--- src/rtl/fpba_pkg.sv ---
// Shared types and constants for the flux PLL bit assembler.
`default_nettype none
package fpba_pkg;

    localparam int INTERVAL_W = 16;
    localparam int CELL_W     = 24;
    localparam int GAIN_W     = 16;
    localparam int PHASE_W    = 26;
    localparam int COUNT_W    = 32;
    localparam int CFG_IDX_W  = 2;
    localparam int S_TDATA_W  = 16;
    localparam int M_TDATA_W  = 104;

    localparam logic [CELL_W-1:0] CLOCK_MIN = 24'd256;
    localparam logic [CELL_W-1:0] CLOCK_MAX = 24'hFF_FFFF;

    localparam logic [CELL_W-1:0] INITIAL_CELL_RST = 24'd12288;
    localparam logic [GAIN_W-1:0] FREQ_GAIN_RST    = 16'd655;
    localparam logic [GAIN_W-1:0] PHASE_GAIN_RST   = 16'd3277;

    localparam logic [CFG_IDX_W-1:0] REG_INITIAL_CELL = 2'd0;
    localparam logic [CFG_IDX_W-1:0] REG_FREQ_GAIN    = 2'd1;
    localparam logic [CFG_IDX_W-1:0] REG_PHASE_GAIN   = 2'd2;

    typedef struct packed {
        logic [COUNT_W-1:0] weak_total;
        logic [COUNT_W-1:0] bits_total;
        logic [CELL_W-1:0]  cell_clock;
        logic               window_ok;
        logic [1:0]         cell_count;
        logic [7:0]         data_byte;
        logic               byte_ready;
    } fpba_result_t;

endpackage
`default_nettype wire

--- src/rtl/flux_pll_bit_assembler.sv ---
// Flux interval PLL data separator: rounds intervals to cells and assembles bytes.
// Each result is registered into the output buffer when its item is accepted.
// Throughput: one item per cycle while s_tready is high; the phase/clock loop (add, cell compare,
//   error subtract, Q0.16 gain multiply, clamp) is combinational between the loop registers.
// A two-entry output buffer keeps s_tready high for one stalled result.
// aresetn (synchronous, active low) restores the registers to their defaults,
//   loads the cell clock from the initial cell default and clears phase, byte and counters.
`default_nettype none
module flux_pll_bit_assembler #(
    parameter int MAX_CELLS = 3
) (
    input  wire                                   aclk,
    input  wire                                   aresetn,
    // config write channel
    input  wire                                   cfg_valid,
    output logic                                  cfg_ready,
    input  wire  [fpba_pkg::CFG_IDX_W-1:0]        cfg_index,
    input  wire  [fpba_pkg::CELL_W-1:0]           cfg_data,
    // input items
    input  wire                                   s_tvalid,
    output logic                                  s_tready,
    input  wire  [fpba_pkg::S_TDATA_W-1:0]        s_tdata,   // [15:0] interval
    input  wire                                   s_tuser,   // [0] track_start
    // result items
    output logic                                  m_tvalid,
    input  wire                                   m_tready,
    // [7:0] data_byte, [9:8] cell_count, [10] window_ok, [34:11] cell_clock,
    // [66:35] bits_total, [98:67] weak_total, [103:99] zero
    output logic [fpba_pkg::M_TDATA_W-1:0]        m_tdata,
    output logic                                  m_tuser    // [0] byte_ready
);
    import fpba_pkg::*;

    localparam int CW = $clog2(MAX_CELLS + 1);       // cell count width
    localparam int WW = PHASE_W + CW;                // signed phase/error width
    localparam int AW = 8 + MAX_CELLS;               // byte assembly window
    localparam int FW = $clog2(8 + MAX_CELLS);       // fill count after append

    // configuration
    logic [CELL_W-1:0] init_cell_reg, init_cell_next;
    logic [GAIN_W-1:0] freq_gain_reg, freq_gain_next;
    logic [GAIN_W-1:0] phase_gain_reg, phase_gain_next;

    // loop state
    logic signed [PHASE_W-1:0] phase_reg, phase_next;
    logic [CELL_W-1:0]         clock_reg, clock_next;
    logic [7:0]                byte_acc_reg, byte_acc_next;
    logic [2:0]                fill_reg, fill_next;
    logic [COUNT_W-1:0]        bits_reg, bits_next;
    logic [COUNT_W-1:0]        weak_reg, weak_next;

    // output buffer
    logic         m_valid_reg, m_valid_next;
    logic         skid_valid_reg, skid_valid_next;
    fpba_result_t m_data_reg, skid_data_reg;
    fpba_result_t result;

    logic s_accept;

    // working values
    logic signed [PHASE_W-1:0] phase_cur;
    logic [CELL_W-1:0]         clock_cur;
    logic [7:0]                byte_acc_cur;
    logic [2:0]                fill_cur;
    logic [COUNT_W-1:0]        bits_cur;
    logic [COUNT_W-1:0]        weak_cur;
    logic [INTERVAL_W-1:0]     interval;

    logic signed [WW-1:0]   clk_w;
    logic signed [WW-1:0]   phase_w;
    logic signed [WW:0]     phase_x2;
    logic signed [WW:0]     thresh;
    logic [CW-1:0]          cells;
    logic signed [WW-1:0]   err;
    logic [WW-1:0]          err_abs;
    logic                   win;
    logic [WW+GAIN_W-1:0]   freq_prod, phase_prod;
    logic [WW-1:0]          freq_corr, phase_corr;
    logic signed [WW+1:0]   clock_upd;
    logic signed [WW:0]     phase_new;
    logic [COUNT_W:0]       bits_sum;
    logic [COUNT_W:0]       weak_sum;
    logic [AW-1:0]          wide;
    logic [FW-1:0]          fill_sum;
    logic [FW-1:0]          extra;
    logic [AW-1:0]          keep_mask;
    logic                   byte_done;
    logic [7:0]             byte_val;

    assign cfg_ready = 1'b1;
    assign s_tready  = !skid_valid_reg;
    assign s_accept  = s_tvalid && s_tready;
    assign interval  = s_tdata[INTERVAL_W-1:0];

    always_comb begin
        init_cell_next  = init_cell_reg;
        freq_gain_next  = freq_gain_reg;
        phase_gain_next = phase_gain_reg;
        if (cfg_valid) begin
            case (cfg_index)
                REG_INITIAL_CELL: init_cell_next  = cfg_data;
                REG_FREQ_GAIN:    freq_gain_next  = cfg_data[GAIN_W-1:0];
                REG_PHASE_GAIN:   phase_gain_next = cfg_data[GAIN_W-1:0];
                default: ;
            endcase
        end
    end

    // track start works from a freshly loaded state
    always_comb begin
        if (s_tuser) begin
            phase_cur    = '0;
            clock_cur    = (init_cell_reg < CLOCK_MIN) ? CLOCK_MIN : init_cell_reg;
            byte_acc_cur = '0;
            fill_cur     = '0;
            bits_cur     = '0;
            weak_cur     = '0;
        end else begin
            phase_cur    = phase_reg;
            clock_cur    = clock_reg;
            byte_acc_cur = byte_acc_reg;
            fill_cur     = fill_reg;
            bits_cur     = bits_reg;
            weak_cur     = weak_reg;
        end
    end

    // cell rounding: thresholds at 1.5, 2.5, ... cells rise with k, so count hits
    always_comb begin
        clk_w    = $signed({{(WW-CELL_W){1'b0}}, clock_cur});
        phase_w  = WW'(phase_cur) + $signed({{(WW-CELL_W){1'b0}}, interval, 8'h00});
        phase_x2 = (WW+1)'(phase_w) <<< 1;
        cells    = CW'(1);
        thresh   = '0;
        for (int k = 1; k < MAX_CELLS; k++) begin
            thresh = (WW+1)'(2 * k + 1) * (WW+1)'(clk_w);
            if (phase_x2 >= thresh) begin
                cells = CW'(k + 1);
            end
        end
        err     = phase_w - $signed({{(WW-CW){1'b0}}, cells}) * clk_w;
        err_abs = err[WW-1] ? WW'(-err) : WW'(err);
        win     = {err_abs, 1'b0} < (WW+1)'(init_cell_reg);
    end

    // gain products, rounded half away from zero
    always_comb begin
        freq_prod  = (WW+GAIN_W)'(err_abs) * (WW+GAIN_W)'(freq_gain_reg)
                     + (WW+GAIN_W)'(32768);
        phase_prod = (WW+GAIN_W)'(err_abs) * (WW+GAIN_W)'(phase_gain_reg)
                     + (WW+GAIN_W)'(32768);
        freq_corr  = freq_prod[WW+GAIN_W-1:GAIN_W];
        phase_corr = phase_prod[WW+GAIN_W-1:GAIN_W];

        if (err[WW-1]) begin
            clock_upd = $signed({2'b00, clk_w}) - $signed({2'b00, freq_corr});
            phase_new = -$signed({1'b0, phase_corr});
        end else begin
            clock_upd = $signed({2'b00, clk_w}) + $signed({2'b00, freq_corr});
            phase_new = $signed({1'b0, phase_corr});
        end

        if (clock_upd < $signed({{(WW+2-CELL_W){1'b0}}, CLOCK_MIN})) begin
            clock_next = CLOCK_MIN;
        end else if (clock_upd > $signed({{(WW+2-CELL_W){1'b0}}, CLOCK_MAX})) begin
            clock_next = CLOCK_MAX;
        end else begin
            clock_next = clock_upd[CELL_W-1:0];
        end

        if (phase_new > (WW+1)'($signed({1'b0, {(PHASE_W-1){1'b1}}}))) begin
            phase_next = {1'b0, {(PHASE_W-1){1'b1}}};
        end else if (phase_new < (WW+1)'($signed({1'b1, {(PHASE_W-1){1'b0}}}))) begin
            phase_next = {1'b1, {(PHASE_W-1){1'b0}}};
        end else begin
            phase_next = phase_new[PHASE_W-1:0];
        end
    end

    // saturating counters
    always_comb begin
        bits_sum  = {1'b0, bits_cur} + (COUNT_W+1)'(cells);
        weak_sum  = {1'b0, weak_cur} + (COUNT_W+1)'(!win);
        bits_next = bits_sum[COUNT_W] ? {COUNT_W{1'b1}} : bits_sum[COUNT_W-1:0];
        weak_next = weak_sum[COUNT_W] ? {COUNT_W{1'b1}} : weak_sum[COUNT_W-1:0];
    end

    // byte assembly: append cells-1 zeros and a one; at most one byte per item
    always_comb begin
        wide      = (AW'(byte_acc_cur) << cells) | AW'(1);
        fill_sum  = FW'(fill_cur) + FW'(cells);
        byte_done = fill_sum >= FW'(8);
        extra     = byte_done ? fill_sum - FW'(8) : '0;
        keep_mask = (AW'(1) << extra) - AW'(1);
        if (byte_done) begin
            byte_val      = 8'(wide >> extra);
            byte_acc_next = 8'(wide & keep_mask);
            fill_next     = 3'(extra);
        end else begin
            byte_val      = '0;
            byte_acc_next = wide[7:0];
            fill_next     = fill_sum[2:0];
        end
    end

    always_comb begin
        result.byte_ready = byte_done;
        result.data_byte  = byte_val;
        result.cell_count = 2'(cells);
        result.window_ok  = win;
        result.cell_clock = clock_next;
        result.bits_total = bits_next;
        result.weak_total = weak_next;
    end

    // output buffer control
    always_comb begin
        m_valid_next    = m_valid_reg;
        skid_valid_next = skid_valid_reg;
        if (m_tready || !m_valid_reg) begin
            if (skid_valid_reg) begin
                m_valid_next    = 1'b1;
                skid_valid_next = 1'b0;
            end else begin
                m_valid_next = s_accept;
            end
        end else if (s_accept) begin
            skid_valid_next = 1'b1;
        end
    end

    always_ff @(posedge aclk) begin
        if (!aresetn) begin
            init_cell_reg  <= INITIAL_CELL_RST;
            freq_gain_reg  <= FREQ_GAIN_RST;
            phase_gain_reg <= PHASE_GAIN_RST;
            phase_reg      <= '0;
            clock_reg      <= INITIAL_CELL_RST;
            byte_acc_reg   <= '0;
            fill_reg       <= '0;
            bits_reg       <= '0;
            weak_reg       <= '0;
            m_valid_reg    <= 1'b0;
            skid_valid_reg <= 1'b0;
        end else begin
            init_cell_reg  <= init_cell_next;
            freq_gain_reg  <= freq_gain_next;
            phase_gain_reg <= phase_gain_next;
            m_valid_reg    <= m_valid_next;
            skid_valid_reg <= skid_valid_next;
            if (s_accept) begin
                phase_reg    <= phase_next;
                clock_reg    <= clock_next;
                byte_acc_reg <= byte_acc_next;
                fill_reg     <= fill_next;
                bits_reg     <= bits_next;
                weak_reg     <= weak_next;
            end
        end
    end

    always_ff @(posedge aclk) begin
        if (m_tready || !m_valid_reg) begin
            if (skid_valid_reg) begin
                m_data_reg <= skid_data_reg;
            end else if (s_accept) begin
                m_data_reg <= result;
            end
        end else if (s_accept) begin
            skid_data_reg <= result;
        end
    end

    assign m_tvalid = m_valid_reg;
    assign m_tuser  = m_data_reg.byte_ready;
    assign m_tdata  = {5'b0_0000,
                       m_data_reg.weak_total,
                       m_data_reg.bits_total,
                       m_data_reg.cell_clock,
                       m_data_reg.window_ok,
                       m_data_reg.cell_count,
                       m_data_reg.data_byte};

`ifndef SYNTHESIS
    // the skid entry only fills behind a waiting main entry
    assert property (@(posedge aclk) disable iff (!aresetn)
        skid_valid_reg |-> m_valid_reg)
        else $error("skid entry valid without main entry");

    // an item taken while the main entry stalls must land in the skid entry
    assert property (@(posedge aclk) disable iff (!aresetn)
        (s_accept && m_valid_reg && !m_tready) |=> skid_valid_reg)
        else $error("stalled item lost");

    // cell clock never drops below its saturation minimum
    assert property (@(posedge aclk) disable iff (!aresetn)
        (clock_reg >= CLOCK_MIN))
        else $error("cell clock below minimum");

    // bits above the fill level of the partial byte are always clear
    assert property (@(posedge aclk) disable iff (!aresetn)
        ((byte_acc_reg >> fill_reg) == 8'h00))
        else $error("stray bits in partial byte");
`endif

endmodule
`default_nettype wire

--- config.mk ---
export PLATFORM = sky130hd
export DESIGN_NAME = flux_pll_bit_assembler
export DESIGN_NICKNAME = d
export VERILOG_FILES = /design/src/rtl/fpba_pkg.sv /design/src/rtl/flux_pll_bit_assembler.sv
export SDC_FILE = /design/constraint.sdc
export NUM_CORES = 2
export LEC_CHECK = 0
export BUFFER_PORTS_ARGS = -buffer_cell sky130_fd_sc_hd__buf_4
export CAP_MARGIN = 5
export CORE_AREA = 2 2 360 362
export CTS_CLUSTER_DIAMETER = 200
export DETAILED_ROUTE_END_ITERATION = 8
export DIE_AREA = 0 0 362 364
export GPL_TIMING_DRIVEN = 0
export HOLD_SLACK_MARGIN = 0.06
export PLACE_DENSITY = 0.72
export SETUP_SLACK_MARGIN = 0.3
export SYNTH_ARGS = -nofsm -noshare
export SYNTH_HDL_FRONTEND = slang
export SYNTH_SLANG_ARGS = --single-unit
--- constraint.sdc ---
create_clock -name aclk -period 35.4 [get_ports aclk]
set_clock_uncertainty 0.15 [all_clocks]
set_input_delay 3.54 -clock aclk [delete_from_list [all_inputs] [get_ports aclk]]
set_output_delay 3.54 -clock aclk [all_outputs]
set_load 0.005 [all_outputs]
==> qor.txt <==
Mapped cell area = 57,290 sq um
Post-route minimum period = 33.62 ns
Congestion Overflow GR = 0
Num CTS Buffers = 44
Site row count = 132
Sequential fraction of the synthesis area = 16.88%
Sink Count = 383
Die width = 362 um
Placer Congestion = 1.037
Filler Cells Inserted = 12,160
I/O pin count = 156
Vias in the first global route = 49,178
Cts-stage hold buffer count = 0
Critical setup path kind = in2reg
Initial antenna violation count = 14
CTS tree = yes
Netlist cell types = 104
Starting Density = 44.64%
PortBufs = 148
Min-delay worst type = reg2reg
CP peak stage delay = 1.07 ns
Final cycle utilization of the critical path = 94.97%
Yosys reg bits = 383
Cell area after placement = 60,630 sq um
Drt first-iter violations = 4,255
Detailed Routing Iterations Pass 1 = 8
Slew Limit Fails = 8
NumNets Final = 8,149
Crit-path most repeated cell = a21oi_1
DR DRC count = 0
GRT Total Usage = 28.41%
RSZ-0062 raised after global routing = no
Syn avg cell area = 8.642 sq um
DP HPWL = 155,000 um
Core ar. = 128,300 sq um
Number of hold violations in the final report = 0
WL/cell = 22.08 um
Asr flop ratio synth = 0%
Htree depth = 2
Antenna-violating nets left = 0
Clk buf depth = 3
Clk slew on worst S/H paths = 0.06 ns
Top FF cell, synth = edfxtp_1
Max FFs per register = 100
Die outline area = 131,800 sq um
CTS root buffer = clkbuf_16
Synthesis-to-layout area growth = 8.715%
Max frequency = 29.74 MHz
Setup TNS = 0 ns
EDFF count, synth = 200
Synth warnings = 0
Final core utilization = 48.53%
Design Area, Final = 62,280 sq um
Critical Path AT = 33.76 ns
Via count = 48,923
CP Launch Type = input port
Final hold slack = 0.3267 ns
Status = finished with violations
Largest net degree at the start of global routing = 68
Critical Path RT = 35.54 ns
Failing checks = max-capacitance violations, max-slew violations
Die Height = 364 um
# Max-Cap Violations = 4
Setup violations, final = 0
First-pass GRT wire length = 286,700 um
Max Fanout on Critical Path = 13
Endpoint type of the worst setup path = flip-flop
Post-Route WL = 188,900 um
Worst relative slew slack = -2.088%
Worst-Margin Slew = 1.520 ns
CP max stage cell = xnor2_1
Via-to-Cell Ratio = 5.718
Layout cell share with drive strength beyond 1 = 5.929%
Clock latency on the worst-skew pair = 0.66 ns
Mapped Cells = 6,629
==> cell usage after synthesis (35+ instances only) <==
library cell | number | area, sq um
inv_1 | 1021 | 3832
nand2_1 | 912 | 3423
fa_1 | 732 | 14650
ha_1 | 539 | 6744
nor2_1 | 356 | 1336
and2_1 | 337 | 2108
clkbuf_1 | 304 | 1141
a21oi_1 | 266 | 1331
o21ai_0 | 219 | 1096
edfxtp_1 | 200 | 6006
dfxtp_1 | 183 | 3664
xnor2_1 | 161 | 1410
a21o_1 | 130 | 975.9
nor2b_1 | 126 | 788.3
xor2_1 | 100 | 875.8
nand3_1 | 96 | 480.5
mux2_2 | 70 | 788.3
a21boi_0 | 67 | 503.0
nor3_1 | 57 | 285.3
nand2b_1 | 52 | 325.3
nor3b_1 | 50 | 375.4
o21a_1 | 48 | 360.4
nand4_1 | 45 | 281.5
and3_1 | 41 | 256.5
o21bai_1 | 35 | 262.8
==> path summary, 6_finish.rpt <==
| kind | startpoint | to | slack, ns | depth (start not counted) |
|---|---|---|---|---|
| worst max-delay path | s_tuser | m_tdata[31] | 1.78 | 106 |
| worst min-delay path | fill_reg[0] | fill_reg[0] | 0.33 | 2 |
| worst max register to register | init_cell_reg[23] | m_tdata[31] | 4.97 | 106 |
| worst min register to register | fill_reg[0] | fill_reg[0] | 0.33 | 2 |
==> per-layer routing <==
layer | up-vias | wire length [um] | track usage (%)
met3 | 605 | 19510 | 7.594
met2 | 2429 | 84790 | 45.71
met4 | 14 | 11580 | 15.14
met1 | 23981 | 72950 | 34.86
met5 | - | 92 | 0
li1 | 21894 | - | -
==> through the flow <==
stage,instances,worst slack (ns)
3_3_place_gp,8456,-0.1651
6_report,8556,1.779
5_1_grt,8539,0.3807
4_1_cts,8539,0.3211
2_1_floorplan,6633,8.793
3_5_place_dp,8459,-0.2129
==> placed cells by master, fill, tap and decap left out, types with 183 or more instances in the layout <==
cell	n
a21oi_1	266
ha_1	539
nand2_1	912
o21ai_0	219
inv_1	1021
and2_1	337
clkbuf_1	301
dfxtp_1	183
edfxtp_1	200
fa_1	732
nor2_1	355
==> cell type report <==
class	count	area [sq um]	area share, %
multi-input cells	4889	42590	68.39
flip-flops and latches	383	9669	15.53
inverters	1023	3840	6.166
well taps	1675	2096	3.365
plain buffers	338	1343	2.156
repair buffers	151	1179	1.893
clock buffers	51	1159	1.860
clock inverters	29	361.6	0.5806
diodes	17	42.54	0.06831
==> critical path: cells and delay by family <==
kind / cells / cell delay [ns]
mux: 2 / 0.47
buf+inv: 21 / 7.51
simple gates: 10 / 2.43
xor+xnor: 4 / 1.93
fa+ha+maj: 13 / 5.43
compound gates: 56 / 12.36
==> timing repair <==
item,4_1_cts,5_1_grt
endpoints found under the setup margin,16,72
buffers inserted,0,0
resized for setup,2,29
==> cells by family (layout without fill, tap and decap cells) <==
family / after synthesis / count (layout) / synth area share [%]
AND/OR/NAND/NOR: 2169 / 2169 / 18.10
buffers and inverters: 1361 / 1592 / 9.020
flip-flops: 383 / 383 / 16.88
XOR/XNOR: 263 / 263 / 4.047
adder cells (fa/ha/maj): 1271 / 1271 / 37.35
other: 2 / 23 / 0.01311
multiplexers: 105 / 105 / 2.016
AO/OA/AOI/OAI: 1075 / 1075 / 12.57
Power is left out: the tool's default activity adds up to more than one toggle a clock period on the data nets, which glitch-free logic cannot reach.
